===== config.mk =====
export PLATFORM = sky130hd
export DESIGN_NAME = f32log2_fmul
export DESIGN_NICKNAME = d
export VERILOG_FILES = /design/src/rtl/core/f32log2_pkg.sv /design/src/rtl/core/f32log2_fmul.sv
export SDC_FILE = /design/constraint.sdc
export NUM_CORES = 2
export LEC_CHECK = 0
export ABC_AREA = 1
export CAP_MARGIN = 20
export CORE_AREA = 2 2 320 259
export CTS_CLUSTER_SIZE = 10
export DETAILED_ROUTE_END_ITERATION = 16
export DIE_AREA = 0 0 322 261
export DONT_BUFFER_PORTS = 1
export MAX_ROUTING_LAYER = met4
export PLACE_DENSITY = 0.54
export SLEW_MARGIN = 20
export SYNTH_ARGS = -nofsm -noshare
export SYNTH_HDL_FRONTEND = slang
export SYNTH_SLANG_ARGS = --single-unit

===== constraint.sdc =====
create_clock -name aclk -period 19.4 [get_ports aclk]
set_input_delay 1.94 -clock aclk [delete_from_list [all_inputs] [get_ports aclk]]
set_output_delay 1.94 -clock aclk [all_outputs]
set_load 0.02 [all_outputs]

===== src/rtl/core/f32log2_pkg.sv =====
package f32log2_pkg;

    localparam logic [31:0] BITS_QNAN = 32'h7FC0_0000;
    localparam logic [31:0] BITS_PINF = 32'h7F80_0000;
    localparam logic [31:0] BITS_NINF = 32'hFF80_0000;
    localparam logic [31:0] BITS_ONE  = 32'h3F80_0000;
    localparam logic [31:0] BITS_MONE = 32'hBF80_0000;

    // polynomial coefficients of the atanh series, scaled for log2
    localparam logic [31:0] COEF_C0 = 32'h4038_AA3B;
    localparam logic [31:0] COEF_C1 = 32'h3F76_3857;
    localparam logic [31:0] COEF_C2 = 32'h3F13_AE49;
    localparam logic [31:0] COEF_C3 = 32'h3EDB_4BD5;

    // significand threshold (top seven fraction bits) for halving
    localparam logic [6:0] HALVE_FRAC = 7'h35;

    // quotient bits produced by the divider, one per stage
    localparam int QBITS = 27;

    typedef struct packed {
        logic        spec;
        logic [31:0] spec_bits;
        logic [31:0] ef;
        logic [31:0] s;
        logic [31:0] z;
    } side_t;

    function automatic logic [5:0] lzc32(input logic [31:0] v);
        logic [5:0] n;
        logic       hit;
        n   = 6'd32;
        hit = 1'b0;
        for (int i = 31; i >= 0; i--) begin
            if (!hit && v[i]) begin
                n   = 6'(31 - i);
                hit = 1'b1;
            end
        end
        return n;
    endfunction

endpackage


===== src/rtl/core/f32log2_fmul.sv =====
module f32log2_fmul (
    input  logic                 aclk,
    input  logic                 aresetn,
    input  logic                 en,
    input  logic                 in_vld,
    input  logic [31:0]          a,
    input  logic [31:0]          b,
    input  f32log2_pkg::side_t   in_side,
    output logic                 out_vld,
    output logic [31:0]          res,
    output f32log2_pkg::side_t   out_side
);
    import f32log2_pkg::*;

    logic        vld1_reg;
    logic [47:0] prod_reg;
    logic [9:0]  exp_reg;
    logic        sgn_reg;
    logic        zero_reg;
    side_t       side1_reg;

    always_ff @(posedge aclk) begin
        if (!aresetn) begin
            vld1_reg <= 1'b0;
        end else if (en) begin
            vld1_reg <= in_vld;
        end
        if (en) begin
            prod_reg  <= {1'b1, a[22:0]} * {1'b1, b[22:0]};
            exp_reg   <= {2'b00, a[30:23]} + {2'b00, b[30:23]} - 10'd127;
            sgn_reg   <= a[31] ^ b[31];
            zero_reg  <= (a[30:23] == 8'd0) || (b[30:23] == 8'd0);
            side1_reg <= in_side;
        end
    end

    logic [23:0] mant;
    logic        g;
    logic        st;
    logic [9:0]  expv;
    logic [24:0] mr;
    logic [31:0] res_next;

    always_comb begin
        if (prod_reg[47]) begin
            mant = prod_reg[47:24];
            g    = prod_reg[23];
            st   = |prod_reg[22:0];
            expv = exp_reg + 10'd1;
        end else begin
            mant = prod_reg[46:23];
            g    = prod_reg[22];
            st   = |prod_reg[21:0];
            expv = exp_reg;
        end
        mr = {1'b0, mant} + {24'd0, g & (st | mant[0])};
        if (mr[24]) expv = expv + 10'd1;
        if (zero_reg) res_next = {sgn_reg, 31'd0};
        else          res_next = {sgn_reg, expv[7:0], mr[22:0]};
    end

    logic        vld2_reg;
    logic [31:0] res_reg;
    side_t       side2_reg;

    always_ff @(posedge aclk) begin
        if (!aresetn) begin
            vld2_reg <= 1'b0;
        end else if (en) begin
            vld2_reg <= vld1_reg;
        end
        if (en) begin
            res_reg   <= res_next;
            side2_reg <= side1_reg;
        end
    end

    assign out_vld  = vld2_reg;
    assign res      = res_reg;
    assign out_side = side2_reg;

endmodule


==> Yosys cells after proc, flatten, opt, wreduce, memory -nomap -nowiden <==
Cells that the tools add are included.
{ "totals": {"mem_bits_rw": 0, "elab_cells": 37, "latch_bits": 0, "regBits": 350, "mem_count": 0, "in_bits": 197, "output_inout_bits": 162, "mem_bits_ro": 0} }
{ "classes": {"n_reduce_logical": 5, "eq_ne": 0, "div_mod_pow": 0, "bitwise_logic": 3, "n_mul": 1, "magnitude_cmp": 0, "mux": 5, "n_shift": 0, "addsub": 5} }
{ "ops": {"columns": ["cell", "n"], "rows": [
  ["$mul A24 B24 Y48", 1],
  ["$add A24 B1 Y25", 1],
  ["$mux W24", 1],
  ["$reduce_or A23 Y1", 1],
  ["$reduce_or A22 Y1", 1],
  ["$add A8 B1 Y8 const B", 2],
  ["$logic_not A8 Y1", 2],
  ["$mux W8", 2],
  ["$add A8 B8 Y8", 1],
  ["$sub A8 B7 Y8 const B", 1],
  ["$mux W1", 2],
  ["$and A1 B1 Y1", 1],
  ["$logic_or A1 B1 Y1", 1],
  ["$or A1 B1 Y1", 1],
  ["$xor A1 B1 Y1", 1]
]} }

==> Longest topological paths before layout <==
{ "depth": {"word_depth": 6, "depth_mapped": 29, "ltp_nobuf": 28} }

==> Least setup slack after synthesis <==
No wires, ideal clock.
{ "synth_timing": {"path_type": "in2reg", "startpoint": "input port b[3]", "endpoint": "register prod_reg[39], data pin", "cell_stages": 26, "setup_slack_ps": 11952, "setup_ps": 252, "n_path_buf": 1, "required_time_ps": 19148, "arrival_ps": 7195, "cell_sequence": "clkbuf_1 -> nand2_1 -> fa_1 -> inv_1 -> fa_1 -> inv_1 -> fa_1 -> inv_1 -> fa_1 -> inv_1 -> fa_1 -> inv_1 -> fa_1 -> inv_1 -> fa_1 -> inv_1 -> ha_1 -> nand2_1 -> nor2_1 -> nand2_1 -> inv_1 -> nand4_1 -> nand3b_1 -> nand2_1 -> nand3_1 -> nand2_1"} }
{ "synth_via": {"elab_chain_cells": 1} }
{ "synth_lines": {"columns": ["item", "line", "source"], "rows": [
  ["from (decl)", "f32log2_fmul.sv:7", "input logic [31:0] b,"],
  ["$mul A24 B24 Y48", "f32log2_fmul.sv:29", "prod_reg <= {1'b1, a[22:0]} * {1'b1, b[22:0]};"],
  ["to (signal assigned)", "f32log2_fmul.sv:29", null],
  ["to (decl)", "f32log2_fmul.sv:16", "logic [47:0] prod_reg;"]
]} }
No other way between the ends.
A chain may end at the register's enable or synchronous reset.

==> Worst setup path after layout <==
{ "layout_timing": {"startpoint": "input port b[0]", "endpoint": "register prod_reg[39], data pin"} }
The elaborated chain is that of the path after synthesis.

==> impl_metrics.yaml <==
global_route:
  grt_max_degree: 352
  grt_pass1_wl_um: 125000
  grt_pass1_vias: 21500
  antenna_found_initial: 1
  overflow: 0
  gr-usage-all-layers_pct: 19.9
cts:
  cts_tree: "yes"
  clock_sinks: 350
  clk-insertion-delay-late_ps: 540
  cts_max_level: 2
  cts_buffers: 40
  cts_buffer_depth: 3
  cts_setup_buffers: 0
  cts.root.buffer_cell: "clkbuf_16"
  clk_pin_slew_worst_paths_ps: 60
  ctsResizeCount: 0
  cts-hold-fix-buffers: 0
route:
  num_vias: 20800
  drt-met1-wl_um: 36300
  routedWlPerCell_um: 18.4
  drtPass1Iterations: 5
  drt_iter0_drc: 1564
  dr_wl_met2_um: 38900
  antenna_left: 0
  top_layer_used: "met4"
  drc: 0
  routed_wirelength_um: 80000
  met3WireLength_um: 4020
  via_per_inst: 4.77
synthesis:
  synth-seq-cells: 350
  yosysSeqAreaShare_pct: 32.7
  syn-num-nets: 4211
  synth_fa_ha_area_share_pct: 37.5
  synth_ff_type: "edfxtp_1"
  synth_common_cells: "inv_1 (958), nand2_1 (809), fa_1 (483)"
  ys_async_sr_fraction_pct: 0
  syn_area_per_cell_um2: 9.60
  synth_area_um2: 32100
  synth.most_common_cell: "inv_1"
  yosysWarnings: 0
  synth_compound_area_share_pct: 3.12
  synth-edff-count: 348
  syn_inst: 3342
  yosysTopAreaCellShare_pct: 32.6
  yosys.area_share.simple_pct: 13.0
  synth_area_leader_cell: "edfxtp_1"
  synthMuxAreaShare_pct: 0
  synth_xor_area_share_pct: 1.17
  synth_top_family_by_area: "adder cells"
  yosys-top-cells-area: "edfxtp_1 (33%), fa_1 (30%), inv_1 (11%)"
  ys_types: 41
critical_path:
  path_class: "input port to flip-flop"
  path_max_fanout: 24
  critPathCaptureType: "flip-flop"
  crit_top_cell: "inv_1"
  crit_arrival_ps: 7680
  slowest_stage: "fa_1"
  crit_required_ps: 19670
  crit_path_max_incr_delay_ps: 580
  start_kind: "input port"
placed_design:
  place_inst: 4299
  place_ws_ps: 11510
  place.detailed.hpwl_um: 62000
  io_buffers: 0
  gp_congestion: 0.894
die:
  fp.coreArea_um2: 81200
  start_util_pct: 39.5
  dieWidth_um: 322
  fp-row-count: 94
  design.die.area_um2: 84000
  fp.dieH_um: 261
  io_pins: 359
finish:
  fin_cells: 4353
  areaGrowthSynthToFinish_pct: 6.31
  num_antenna_cells: 0
  utilization_pct: 42.0
  drive_gt1_share_pct: 2.46
  nets: 4154
sta:
  worst_slack_ps: 12000
  finalSetupViolations: 0
  period_share_pct: 38.2
  hold_viol: 0
  max_freq_ghz: 0.135
  fin_setup_tns_ps: 0
  rsz0062_at_grt: "no"
  skew_ps: 22.8
  tightestPinTransition_ps: 742
  slew_headroom_pct: 50.5
  finalMaxSlewViolations: 0
  finalCriticalPeriod_ps: 7400
job:
  drv_cap: 0
hold_path:
  hold_path_class: "flip-flop to flip-flop"
status:
  outcome: "completed"
[layout by cell type (no fill, tap or decap), types with 2 or more instances in the layout]
cell       instances
nor2_2             4
nor4_1            10
nand2_2            6
nand2_1          809
o21ai_1           13
ha_1             189
o21bai_1           4
dfxtp_1            2
inv_1            958
clkbuf_16         40
nand2_4            2
xnor2_1           14
or2_2              6
nand3b_1           2
nand3_1           53
nor2_1           106
a21oi_2            2
o21ai_0           49
a31oi_1            3
nand4_1           17
inv_2              4
nor3_1             8
nor2_4             4
a21oi_1           92
fa_1             483
o21a_1             9
edfxtp_1         348
clkbuf_1          11
a21o_1             4
xor2_1            27
o21ai_2            4
[through the flow]
stage / hold WS, ps / area [um2]
6_report: 401 / 34100
3_3_place_gp: 400 / 33000
3_5_place_dp: 405 / 33000
4_1_cts: 403 / 34100
5_1_grt: 420 / 34100
2_1_floorplan: 400 / 32100
[layout make-up]
type | count | area, um2
Clock inverter | 3 | 66.3
Tap cell | 1056 | 1320
Clock buffer | 51 | 1040
Timing Repair Buffer | 1 | 7.51
Fill cell | 7929 | 47000
Inverter | 962 | 3610
Sequential cell | 350 | 10500
Multi-Input combinational cell | 1930 | 17600
[critical path, delay by kind of cell]
family / cells / cell delay (ps)
buf+inv: 8 / 560
fa+ha+maj: 8 / 3940
simple gates: 9 / 1210
[final timing paths]
check | start | end | slack (ps) | cells past startpoint
setup / recovery | b[0] | prod_reg[39] | 12000 | 25
hold / removal | side1_reg[28] | out_side[28] | 400 | 0
setup reg to reg | prod_reg[47] | res[24] | 16630 | 14
hold reg to reg | side1_reg[28] | out_side[28] | 400 | 0
[logic make-up (layout without fill, tap and decap cells)]
family                     after synthesis  after routing
AOI/OAI and AO/OA                      183            183
xor gates and xnor gates                42             42
adders and majority gates              672            672
buffers and inverters                 1062           1017
DFF                                    350            350
and+or+nand+nor                       1033           1033
[per-layer routing]
metal	vias up	track usage, %
met5	-	-
met4	0	2.54
met3	65	2.25
met2	548	32.3
met1	10400	27.7
li1	9754	-
Power is not shown: default switching activity piles up to over one toggle a cycle in this logic, so the estimate is an artifact.
