`src/rtl/core/f32log2_pkg.sv`:
```
package f32log2_pkg;

    localparam logic [31:0] BITS_QNAN = 32'h7FC0_0000;
    localparam logic [31:0] BITS_PINF = 32'h7F80_0000;
    localparam logic [31:0] BITS_NINF = 32'hFF80_0000;
    localparam logic [31:0] BITS_ONE  = 32'h3F80_0000;
    localparam logic [31:0] BITS_MONE = 32'hBF80_0000;

    // polynomial coefficients of the atanh series, scaled for log2
    localparam logic [31:0] COEF_C0 = 32'h4038_AA3B;
    localparam logic [31:0] COEF_C1 = 32'h3F76_3857;
    localparam logic [31:0] COEF_C2 = 32'h3F13_AE49;
    localparam logic [31:0] COEF_C3 = 32'h3EDB_4BD5;

    // significand threshold (top seven fraction bits) for halving
    localparam logic [6:0] HALVE_FRAC = 7'h35;

    // quotient bits produced by the divider, one per stage
    localparam int QBITS = 27;

    typedef struct packed {
        logic        spec;
        logic [31:0] spec_bits;
        logic [31:0] ef;
        logic [31:0] s;
        logic [31:0] z;
    } side_t;

    function automatic logic [5:0] lzc32(input logic [31:0] v);
        logic [5:0] n;
        logic       hit;
        n   = 6'd32;
        hit = 1'b0;
        for (int i = 31; i >= 0; i--) begin
            if (!hit && v[i]) begin
                n   = 6'(31 - i);
                hit = 1'b1;
            end
        end
        return n;
    endfunction

endpackage

```
`src/rtl/core/f32log2_fadd.sv`:
```
module f32log2_fadd (
    input  logic                 aclk,
    input  logic                 aresetn,
    input  logic                 en,
    input  logic                 in_vld,
    input  logic [31:0]          a,
    input  logic [31:0]          b,
    input  f32log2_pkg::side_t   in_side,
    output logic                 out_vld,
    output logic [31:0]          res,
    output f32log2_pkg::side_t   out_side
);
    import f32log2_pkg::*;

    logic        swap;
    logic [31:0] xo;
    logic [31:0] yo;
    logic [23:0] mx;
    logic [23:0] my;
    logic [7:0]  d;
    logic [26:0] by;
    logic [26:0] bs;
    logic        stk;
    logic [27:0] sum_next;

    always_comb begin
        swap = b[30:0] > a[30:0];
        xo   = swap ? b : a;
        yo   = swap ? a : b;
        mx   = {|xo[30:23], xo[22:0]};
        my   = {|yo[30:23], yo[22:0]};
        d    = xo[30:23] - yo[30:23];
        by   = {my, 3'b000};
        stk  = 1'b0;
        if (d >= 8'd27) begin
            bs = {26'd0, |my};
        end else begin
            bs  = by >> d[4:0];
            stk = |(by & ~(27'h7FF_FFFF << d[4:0]));
            bs[0] = bs[0] | stk;
        end
        if (xo[31] ^ yo[31]) sum_next = {1'b0, mx, 3'b000} - {1'b0, bs};
        else                 sum_next = {1'b0, mx, 3'b000} + {1'b0, bs};
    end

    logic        vld1_reg;
    logic [27:0] sum_reg;
    logic [7:0]  exp_reg;
    logic        sgn_reg;
    side_t       side1_reg;

    always_ff @(posedge aclk) begin
        if (!aresetn) begin
            vld1_reg <= 1'b0;
        end else if (en) begin
            vld1_reg <= in_vld;
        end
        if (en) begin
            sum_reg   <= sum_next;
            exp_reg   <= xo[30:23];
            sgn_reg   <= xo[31];
            side1_reg <= in_side;
        end
    end

    logic [5:0]  lz;
    logic [26:0] n;
    logic [9:0]  expv;
    logic [24:0] mr;
    logic        up;
    logic [31:0] res_next;

    always_comb begin
        lz = lzc32({sum_reg[26:0], 5'h1F});
        if (sum_reg[27]) begin
            n    = {sum_reg[27:2], sum_reg[1] | sum_reg[0]};
            expv = {2'b00, exp_reg} + 10'd1;
        end else begin
            n    = sum_reg[26:0] << lz[4:0];
            expv = {2'b00, exp_reg} - {4'b0000, lz};
        end
        up = n[2] & ((|n[1:0]) | n[3]);
        mr = {1'b0, n[26:3]} + {24'd0, up};
        if (mr[24]) expv = expv + 10'd1;
        if (sum_reg == 28'd0) res_next = 32'd0;
        else                  res_next = {sgn_reg, expv[7:0], mr[22:0]};
    end

    logic        vld2_reg;
    logic [31:0] res_reg;
    side_t       side2_reg;

    always_ff @(posedge aclk) begin
        if (!aresetn) begin
            vld2_reg <= 1'b0;
        end else if (en) begin
            vld2_reg <= vld1_reg;
        end
        if (en) begin
            res_reg   <= res_next;
            side2_reg <= side1_reg;
        end
    end

    assign out_vld  = vld2_reg;
    assign res      = res_reg;
    assign out_side = side2_reg;

endmodule

```
`config.mk`:
```
export PLATFORM = sky130hd
export DESIGN_NAME = f32log2_fadd
export DESIGN_NICKNAME = d
export VERILOG_FILES = /design/src/rtl/core/f32log2_pkg.sv /design/src/rtl/core/f32log2_fadd.sv
export SDC_FILE = /design/constraint.sdc
export NUM_CORES = 1
export LEC_CHECK = 0
export BUFFER_PORTS_ARGS = -buffer_cell sky130_fd_sc_hd__buf_2
export CORE_ASPECT_RATIO = 0.8
export CORE_UTILIZATION = 50
export DETAILED_ROUTE_END_ITERATION = 16
export PLACE_DENSITY = 0.8
export SYNTH_ARGS = -nofsm -noshare
export SYNTH_HDL_FRONTEND = slang
export SYNTH_SLANG_ARGS = --single-unit
```
`constraint.sdc`:
```
create_clock -name aclk -period 11.6 [get_ports aclk]
set_input_delay 1.74 -clock aclk [delete_from_list [all_inputs] [get_ports aclk]]
set_output_delay 1.74 -clock aclk [all_outputs]
set_load 0.05 [all_outputs]
```
* Word level (Yosys, flattened, before mapping)
Cells that the tools add are included.
Storage, ports and cells: register bits after elaboration 329, input bits 197, output and inout bits 162, logic and storage cells 155
Cells by class: add/subtract/negate cells 7, magnitude comparators 2, shifts and indexed selects 3, mux-type cells 62, bitwise logic cells 7, reduce and logical (&&, ||, !) cells 58
Operators with widths (count):
- $mux W6 | 28
- $mux W32 | 2
- $mux W27 | 2
- $gt A31 B31 Y1 | 1
- $reduce_or A31 Y1 | 1
- $add A27 B27 Y28 | 1
- $logic_not A28 Y1 | 1
- $mux W28 | 1
- $sub A27 B27 Y28 | 1
- $and A27 B27 Y27 | 1
- $mux W1 | 27
- $not A27 Y27 | 1
- $reduce_or A27 Y1 | 1
- $shl A27 B5 Y27 | 1
- $shl A27 B5 Y27 const A | 1
- $shr A27 B5 Y27 | 1
- $logic_and A1 B1 Y1 | 26
- $logic_not A1 Y1 | 26
- $add A24 B1 Y25 | 1
- $add A8 B1 Y8 const B | 2
- $mux W8 | 2
- $reduce_or A8 Y1 | 2
- $ge A8 B5 Y1 const B | 1
- $sub A8 B6 Y8 | 1
- other kinds (5) | 7

* Logic depth before layout (Yosys ltp)
Gate-level depths: netlist (run 1).
word-level depth 87, mapped depth 48, mapped depth without buffers 38

* Least setup slack after synthesis (run 1)
Ideal clock, no wire load.
path type input -> register, from input port a[29], to register sum_reg[27], data pin, setup time 0.254 ns, arrival time 9.788 ns, required time 11.346 ns, path slack 1.558 ns, cell stages on the path 44, path buffers 10, cells stage by stage inv_1 ha_1 buf_2 a21o_1 a21o_1 a221o_1 o21a_1 nor2_1 buf_4 buf_2 buf_2 buf_1 clkbuf_1 nor2_1 a21oi_1 ha_1 clkbuf_1 nor4_1 (+8 left out) a31oi_1 or2_2 ha_1 inv_1 a21oi_1 o21bai_1 a21oi_1 o21bai_1 a21oi_1 o21ai_0 o41ai_1 or3_1 a31oi_1 o211ai_1 a31oi_1 a2111oi_0 a221oi_1 o21a_1
On the way: cells in the longest elaborated chain, start to end 11, elaborated cells between the ends (all ways) 19, those cells by class add/sub (3); order compare (2); shift (2); mux (4); bitwise (4); reduce/logical (4)
RTL lines:
- from (decl) | line f32log2_fadd.sv:6 | input logic [31:0] a,
- $gt A31 B31 Y1 | line f32log2_fadd.sv:27 | swap = b[30:0] > a[30:0];
- $mux W32 (on tied branches) | line f32log2_fadd.sv:28, f32log2_fadd.sv:29
- $sub A8 B8 Y8 | line f32log2_fadd.sv:32 | d = xo[30:23] - yo[30:23];
- $shl A27 B5 Y27 | line f32log2_fadd.sv:39 | stk = |(by & ~(27'h7FF_FFFF << d[4:0]));
- $not A27 Y27 | line f32log2_fadd.sv:39
- $and A27 B27 Y27 | line f32log2_fadd.sv:39
- $reduce_or A27 Y1 | line f32log2_fadd.sv:39
- $or A1 B1 Y1 | line f32log2_fadd.sv:40 | bs[0] = bs[0] | stk;
- $mux W27 | line f32log2_fadd.sv:35 | if (d >= 8'd27) begin
- $add A27 B27 Y28 / $sub A27 B27 Y28 (equally long branches) | line f32log2_fadd.sv:43, f32log2_fadd.sv:42
- $mux W28 * | line f32log2_fadd.sv:42 | if (xo[31] ^ yo[31]) sum_next = {1'b0, mx, 3'b000} - {1'b0, bs};
- via sum_next[27] | line f32log2_fadd.sv:24 | logic [27:0] sum_next;
- to (signal assigned) | line f32log2_fadd.sv:59 | sum_reg <= sum_next;
- to (decl) | line f32log2_fadd.sv:47 | logic [27:0] sum_reg;
Mark *: on every way through the listed nets, which the timed path passes. The rest lies on a longest branch. A chain may end at the register's enable or synchronous reset.

* Final worst setup path (run 1)
from input port a[14], to register sum_reg[27], data pin
The elaborated chain is that of the path after synthesis.

==> results of run 1 <==
[cell type report]
cell class,instances,area (um^2)
Clock buffer,35,790.8
Clock inverter,23,200.2
Fill cell,3152,15630
Inverter,104,390.4
Multi-Input combinational cell,1314,9189
Sequential cell,329,9859
Tap cell,528,660.6
Timing Repair Buffer,377,1957
[per-stage QoR]
stage	area, um^2	power [mW]	hold slack (ps)	cells	setup WS (ps)
final	23050	4.062	416.0	2710	1427
after global routing	23050	4.251	421.7	2710	706.0
after CTS	23050	4.048	418.4	2710	1741
after detailed placement	22060	3.076	404.5	2652	1165
after global placement	22060	3.056	400.0	2652	1363
after floorplan	19830	2.651	400.3	1848	1558
[logic make-up after synthesis]
family	Yosys count	synth area share
multiplexers	119	0.06883
flip-flops	329	0.4972
AO/OA/AOI/OAI	485	0.1644
AND/OR/NAND/NOR	550	0.1389
buffers and inverters	205	0.04132
XOR/XNOR	67	0.02997
adder cells (fa/ha/maj)	93	0.05943
[power by group through the flow]
| stage | combinational [mW] | clock, mW | sequential (mW) |
|---|---|---|---|
| after global placement | 1.47 | 0 | 1.59 |
| after floorplan | 0.890 | 0 | 1.76 |
| after CTS | 1.49 | 0.988 | 1.57 |
| after detailed placement | 1.48 | 0 | 1.60 |
| final | 1.52 | 0.966 | 1.58 |
| after global routing | 1.63 | 1.04 | 1.59 |
[cell usage in the layout, fill, tap and decap left out, types with 15 or more instances in the layout]
cell,netlist,routed
nand2_1,148,148
or3_1,17,17
o211ai_1,24,24
nor2b_1,19,19
a21oi_1,117,117
buf_2,25,357
and3_1,15,15
nand2b_1,21,21
ha_1,91,90
inv_1,101,101
xnor2_1,47,46
o31ai_1,15,15
buf_4,3,18
xor2_1,19,18
nor4_1,24,24
a211oi_1,36,36
o21ai_0,99,99
nor3_1,42,42
mux2i_1,91,91
clkbuf_16,0,31
a21o_1,25,25
edfxtp_1,327,327
nand3_1,54,54
a31oi_1,29,29
nor2_1,143,142
[critical path: cells and delay by family]
family	cells	cell delay, ps
and+or+nand+nor	10	3190
muxes	2	810
adders and majority gates	3	1000
AOI/OAI and AO/OA	16	3570
buffers and inverters	2	170
[path summary, 6_finish.rpt]
check                      start            end  slack [ps]
hold reg to reg   side1_reg[125]  out_side[125]         420
setup / recovery           a[14]    sum_reg[27]        1430
hold / removal    side1_reg[125]  out_side[125]         420
setup reg to reg      sum_reg[4]        res[30]        5070
[metal layers]
layer / up-vias / global-route usage / wire, um
li1: 7607 / - / -
met1: 7798 / 0.3797 / 23660
met2: 931 / 0.4336 / 25540
met3: 116 / 0.06114 / 5989
met4: 0 / 0.07592 / 1579
met5: - / 0 / 0
==> results.cfg, run 1 <==
[grt]
overflow = 0
antenna_found_initial = 0
grt_pass1_vias = 15325
grt_pass1_wl_um = 87220
grt_max_degree = 190
grtUsageTotal = 0.2744

[timing]
finClkSkew_ps = 14.05
setup_viol = 0
fin_crit_ps = 10170
hold_viol = 0
worst_pin_slew_ps = 1088
slew_violations = 0
finalSetupTns_ps = 0
rsz0062_at_grt = no
post-route-period-util = 0.8770
maxClockFrequency_mhz = 98.30
slew_headroom = 0.2748

[worst_setup_path]
critPathLaunchType = input port
r2r_cells = 17
crit_slowest_cell = nor4_1
endpoint_kind = flip-flop
path_max_fanout = 26
critPathRequiredTime_ps = 11930
cp_data_arrival_time_ps = 10510
slowest_delay_ps = 790
timing_worst_setup_path_type = input port to flip-flop

[power]
pwr-share-seq = 0.388
cellPowerDensity_nw_per_um2 = 176.3
power_frac_comb = 0.374
vdd_drop_max_mv = 0.1142
swShare = 0.3794
leakagePower_nw = 9.387
power.switching_mw = 1.541
p_int_mw = 2.521
clock_power_share = 0.238

[clock_network]
clkSinkCount = 329
ctsHoldBuffers = 0
clk_path_buf_depth = 3
numCtsBuffers = 31
insertion_delay_ps = 580
post_cts_buffers = 0
cts_root_buf = clkbuf_16
clkTransAtPathRegs_ps = 60
cts_tree = done
cts.repair.resized = 0
htreeDepth = 1

[synthesis]
synth_top_area_frac = 0.4951
async_flop_share = 0
netlist-cell-type-count = 103
synth-main-ff-cell = edfxtp_1
ys_seq_area_frac = 0.4972
synthCells = 1848
synth_top_cell_by_area = edfxtp_1
syn_avg_cell_area_um2 = 10.73
synth_area_leaders = edfxtp_1 50%, ha_1 5.7%, mux2i_1 4.6%, a21oi_1 3.0%, nand2_1 2.8%
yosysWarnings = 0
synth_most_common_cell = edfxtp_1
synth_edf_count = 327
ys_ff_latch = 329
synth_area_um2 = 19830
synth_common_cells = 327 x edfxtp_1, 148 x nand2_1, 143 x nor2_1, 117 x a21oi_1, 101 x inv_1
synth_fp_nets = 2138

[status]
status = finished, final reports clean

[detailed_routing]
vias_per_cell = 6.071
vias = 16452
drt_wl_total_um = 56770
drtAntennaViolNets = 0
drt-pass1-iter-count = 6
route.detailed.drc = 0
wire_per_inst_um = 20.95
dr.first_iter.drc_count = 2134

[hold_path]
hp-class = flip-flop to flip-flop
holdPathStages = 0

[die]
chipWidth_um = 224.7
die-height_um = 180.1
rows = 64
dieArea_um2 = 40470
coreArea_um2 = 38680
initial_core_util = 0.5127
pin_count = 359

[run]
maxCapViolCount = 0

[final_layout]
layout-drive-gt1-share = 0.2291
diodes = 0
area_growth_pct = 16.21
final_core_util = 0.5959
num-nets-final = 2447

[placement]
gp_congestion = 0.9963
place_hpwl_um = 43500
io_buffer_count = 358
Power figures use the tool's default switching activity.
==> inputs of run 2 (changes only) <==
--- a/config.mk
+++ b/config.mk
@@ -5,6 +5,7 @@
 export SDC_FILE = /design/constraint.sdc
 export NUM_CORES = 1
 export LEC_CHECK = 0
+export ABC_AREA = 1
 export BUFFER_PORTS_ARGS = -buffer_cell sky130_fd_sc_hd__buf_2
 export CORE_ASPECT_RATIO = 0.8
 export CORE_UTILIZATION = 50
==> run 2 against run 1 <==
Compared with the run above: clock skew rose by 27 ps; flip-flop and latch count stayed put; first-iteration DRC count fell by 6.8%; routed wire length is 7.8% higher; via count up 8.3%; non-clock buffer count down 11; critical path depth is 11 higher; synthesized cell count increased by 26%; sequential power down 3%; utilization shrank 0.65 points; cell count increased by 19%; setup slack improved by 1100 ps; largest cell class unchanged.
==> results.cfg, run 2 <==
[status]
status = finished, final reports clean

[synthesis]
synth_edf_count = 327
async_flop_share = 0
syn_avg_cell_area_um2 = 8.665
synth-main-ff-cell = edfxtp_1
synth_most_common_cell = nand2_1
synth_area_leaders = edfxtp_1 49%, nand2_1 12%, nand3_1 6.4%, ha_1 5.6%, inv_1 4.6%
synth_top_area_frac = 0.4860
synthCells = 2332
ys_seq_area_frac = 0.4880
ys_ff_latch = 329
synth_fp_nets = 2622
yosysWarnings = 0
synth_common_cells = 630 x nand2_1, 327 x edfxtp_1, 258 x nand3_1, 248 x inv_1, 173 x nor2_1
synth_area_um2 = 20210
synth_top_cell_by_area = edfxtp_1
netlist-cell-type-count = 63

[die]
chipWidth_um = 226.8
dieArea_um2 = 41220
initial_core_util = 0.5102
coreArea_um2 = 39610
pin_count = 359
die-height_um = 181.8
rows = 65

[grt]
grtUsageTotal = 0.2886
grt_max_degree = 183
overflow = 0
grt_pass1_vias = 16616
grt_pass1_wl_um = 92070
antenna_found_initial = 2

[clock_network]
insertion_delay_ps = 600
numCtsBuffers = 31
htreeDepth = 1
post_cts_buffers = 0
clk_path_buf_depth = 3
clkSinkCount = 329
cts_root_buf = clkbuf_16
cts.repair.resized = 0
ctsHoldBuffers = 0
clkTransAtPathRegs_ps = 70
cts_tree = done

[final_layout]
layout-drive-gt1-share = 0.1981
seqCellArea_um2 = 9859
final_core_util = 0.5894
multiInputGateArea_um2 = 8891
mostFrequentLayoutCells = 630 x nand2_1, 357 x buf_2, 327 x edfxtp_1
num-nets-final = 2941
nFillCells = 3479
final_common_cell = nand2_1
area_growth_pct = 15.53

[timing]
worst_pin_slew_ps = 1077
post-route-period-util = 0.7813
setup_viol = 0
rsz0062_at_grt = no
slew_headroom = 0.2822
hold_viol = 0
fin_hold_ws_ps = 396.7
setup_ws_ps = 2537
fin_crit_ps = 9063
finalSetupTns_ps = 0
slew_violations = 0
finClkSkew_ps = 40.90
maxClockFrequency_mhz = 110.3

[power]
vdd_drop_max_mv = 0.1191
swShare = 0.4032
p_int_mw = 2.490
power.switching_mw = 1.682
cellPowerDensity_nw_per_um2 = 178.7
power_mw = 4.172
clock_power_share = 0.250
power_frac_comb = 0.380
pwr-share-seq = 0.370
leakagePower_nw = 10.67

[run]
maxCapViolCount = 0

[worst_setup_path]
cp_data_arrival_time_ps = 9400
critPathLaunchType = input port
timing_worst_setup_path_type = input port to flip-flop
crit_top_cell = nand2_1
crit_slowest_cell = inv_1
critPathRequiredTime_ps = 11930
slowest_delay_ps = 570
path_max_fanout = 32
r2r_cells = 26
endpoint_kind = flip-flop

[detailed_routing]
drt-pass1-iter-count = 6
vias_per_cell = 5.546
route.detailed.drc = 0
dr.first_iter.drc_count = 1989
vias = 17820
drt_wl_total_um = 61200
drtAntennaViolNets = 0
wire_per_inst_um = 19.05

[placement]
place_hpwl_um = 46800
io_buffer_count = 358
place_ws_ps = 2262
gp_congestion = 1.033

[hold_path]
hp-class = flip-flop to flip-flop
holdPathStages = 0
## run 2: layer usage
layer | part of all wire | up-vias | GRT usage | wire (um)
met5 | 0 | - | 0 | 0
met4 | 0.027 | 0 | 0.08324 | 1683
met1 | 0.41 | 8350 | 0.3818 | 25280
met2 | 0.47 | 859 | 0.4817 | 28890
li1 | - | 8507 | - | -
met3 | 0.087 | 104 | 0.05243 | 5343
## run 2: power groups by stage
| stage | clock [mW] | combinational [mW] | sequential (mW) |
|---|---|---|---|
| 4_1_cts | 1.06 | 1.55 | 1.54 |
| 3_5_place_dp | 0 | 1.54 | 1.56 |
| 5_1_grt | 1.11 | 1.72 | 1.55 |
| 3_3_place_gp | 0 | 1.53 | 1.56 |
| 6_report | 1.04 | 1.59 | 1.54 |
| 2_1_floorplan | 0 | 0.921 | 1.74 |
## run 2: final cells by class
class / instances / share of cell area
diodes: 2 / 0.0002144
clock buffers: 37 / 0.03463
clock inverters: 20 / 0.009862
inverters: 267 / 0.04304
multi-input cells: 1656 / 0.3809
flip-flops and latches: 329 / 0.4224
well taps: 536 / 0.02873
repair buffers: 366 / 0.08029
## run 2: metrics by stage
| stage | cell area, um^2 | cells |
|---|---|---|
| after global placement | 22300 | 3154 |
| final | 23340 | 3213 |
| after global routing | 23340 | 3213 |
| after floorplan | 20210 | 2332 |
| after CTS | 23340 | 3211 |
| after detailed placement | 22300 | 3154 |
## run 2: critical path: cells and delay by family
kind,cells,cell delay (ps)
AOI/OAI and AO/OA,11,2310
buffers and inverters,9,1460
adders and majority gates,3,900
and+or+nand+nor,21,2950
## run 2: kinds of logic (layout without fill, tap and decap cells)
kind of cell	count (synthesis)	after routing	share of synthesized area
other	0	2	0
buffers and inverters	347	690	0.07226
xor gates and xnor gates	61	61	0.02644
and+or+nand+nor	1206	1206	0.2691
muxes	1	1	0.0005573
DFF	329	329	0.4880
adders and majority gates	93	93	0.05833
AOI/OAI and AO/OA	295	295	0.08539
## run 2: path summary, 6_finish.rpt
kind,start,end,slack [ps]
worst max register to register,sum_reg[26],res[30],6180
worst min register to register,side1_reg[15],out_side[15],400
worst max-delay path,a[23],sum_reg[27],2540
worst min-delay path,side1_reg[15],out_side[15],400
==> inputs of run 3 (changes only) <==
--- a/config.mk
+++ b/config.mk
@@ -5,7 +5,7 @@
 export SDC_FILE = /design/constraint.sdc
 export NUM_CORES = 1
 export LEC_CHECK = 0
-export ABC_AREA = 1
+export ABC_AREA = 0
 export BUFFER_PORTS_ARGS = -buffer_cell sky130_fd_sc_hd__buf_2
 export CORE_ASPECT_RATIO = 0.8
 export CORE_UTILIZATION = 50
==> constraint.sdc (replaced) <==
create_clock -name aclk -period 8.55 [get_ports aclk]
set_input_delay 1.2825 -clock aclk [delete_from_list [all_inputs] [get_ports aclk]]
set_output_delay 1.2825 -clock aclk [all_outputs]
set_load 0.05 [all_outputs]
==> run 3 against run 2 <==
Compared with the run above: via count down 4.6%; flip-flop and latch count unchanged; register-to-register slack got worse by 4000 ps; global-route usage increased by 0.25 points; largest power group unchanged; die area shrank 1.8%; cell count decreased by 12%; largest cell class unchanged.
==> results.cfg, run 3 (synthesized netlist as in run 1, its figures left out) <==
[grt]
grt_max_degree = 194
grt_pass1_wl_um = 92230
antenna_found_initial = 1
grtUsageTotal = 0.2911
overflow = 0
grt_pass1_vias = 16300

[clock_network]
clkTransAtPathRegs_ps = 70
cts_root_buf = clkbuf_16
ctsHoldBuffers = 0
cts_tree = done
numCtsBuffers = 31
clk_path_buf_depth = 3
htreeDepth = 1
insertion_delay_ps = 580
clkSinkCount = 329

[detailed_routing]
drtAntennaViolNets = 0
drt_wl_total_um = 60010
vias = 16995
vias_per_cell = 5.988
wire_per_inst_um = 21.15
route.detailed.drc = 0
dr.first_iter.drc_count = 2267
drt-pass1-iter-count = 7

[worst_setup_path]
timing_worst_setup_path_type = input port to flip-flop
r2r_cells = 16
path_max_fanout = 8
critPathLaunchType = input port
crit_slowest_cell = nor4_4
endpoint_kind = flip-flop
slowest_delay_ps = 440
critPathRequiredTime_ps = 8880
cp_data_arrival_time_ps = 8470
crit_top_cell = a21oi_1

[die]
rows = 64
dieArea_um2 = 40470
coreArea_um2 = 38680
pin_count = 359
initial_core_util = 0.5127
chipWidth_um = 224.7
die-height_um = 180.1

[final_layout]
num-nets-final = 2575
seqCellArea_um2 = 9859
final_common_cell = buf_2
nFillCells = 3106
diodes = 0
layout-drive-gt1-share = 0.2797
multiInputGateArea_um2 = 9363
area_growth_pct = 21.99
mostFrequentLayoutCells = 357 x buf_2, 327 x edfxtp_1, 148 x nand2_1
final_core_util = 0.6255

[power]
p_int_mw = 3.514
leakagePower_nw = 10.05
vdd_drop_max_mv = 0.1402
swShare = 0.3815
clock_power_share = 0.227
power.switching_mw = 2.168
cellPowerDensity_nw_per_um2 = 234.9
pwr-share-seq = 0.376
power_mw = 5.683
power_frac_comb = 0.397

[placement]
io_buffer_count = 358
gp_congestion = 1.013
place_hpwl_um = 46310

[hold_path]
holdPathStages = 0
hp-class = flip-flop to flip-flop

[timing]
post-route-period-util = 0.9518
finClkSkew_ps = 16.64
slew_violations = 0
fin_crit_ps = 8138
setup_viol = 0
hold_viol = 0
worst_pin_slew_ps = 1070
maxClockFrequency_mhz = 122.9
slew_headroom = 0.2870

[run]
maxCapViolCount = 0

[status]
status = finished, final reports clean
-- run 3: timing repair --
item,4_1_cts,5_1_grt
setup buffers,0,0
resized for setup,0,8
setup endpoints to repair,0,3
-- run 3: metal layers --
layer	track usage	wire [um]
met1	0.3913	24270
met3	0.06832	6414
met4	0.07565	1610
met2	0.4732	27700
met5	0	13
-- run 3: critical path, delay by kind of cell --
| family | cells | cell delay (ps) |
|---|---|---|
| compound gates | 19 | 3110 |
| fa+ha+maj | 4 | 1030 |
| buf+inv | 8 | 1050 |
| mux | 1 | 130 |
| simple gates | 11 | 1840 |
-- run 3: metrics by stage --
step / cells / hold WS, ps / setup WS, ps / TNS, ps / cell area, um^2
floorplan: 1848 / 400.3 / 10.95 / 0 / 20110
global placement: 2780 / 400.2 / -99.27 / -236.1 / 23190
detailed placement: 2780 / 404.5 / -328.4 / -667.2 / 23190
CTS: 2838 / 412.2 / 228.1 / 0 / 24160
global route: 2838 / 419.5 / -33.28 / -33.28 / 24190
finish: 2838 / 415.4 / 411.7 / 0 / 24190
-- run 3: worst paths after layout --
| kind | startpoint | slack (ps) | to |
|---|---|---|---|
| hold reg to reg | side1_reg[53] | 420 | out_side[53] |
| setup / recovery | a[9] | 410 | sum_reg[27] |
| hold / removal | side1_reg[53] | 420 | out_side[53] |
| setup reg to reg | sum_reg[6] | 2200 | res[30] |
-- run 3: power by group through the flow --
| stage | sequential [mW] | clock [mW] | combinational (mW) |
|---|---|---|---|
| global placement | 2.16 | 0 | 2.16 |
| finish | 2.14 | 1.29 | 2.26 |
| detailed placement | 2.16 | 0 | 2.19 |
| CTS | 2.13 | 1.31 | 2.21 |
| global route | 2.15 | 1.37 | 2.41 |
| floorplan | 2.39 | 0 | 1.25 |
-- run 3: cell type report --
cell class,instances,share of cell area
Sequential cell,329,0.4076
Clock inverter,26,0.007603
Tap cell,528,0.02731
Inverter,104,0.01614
Clock buffer,32,0.03222
Multi-Input combinational cell,1314,0.3870
Timing Repair Buffer,505,0.1222
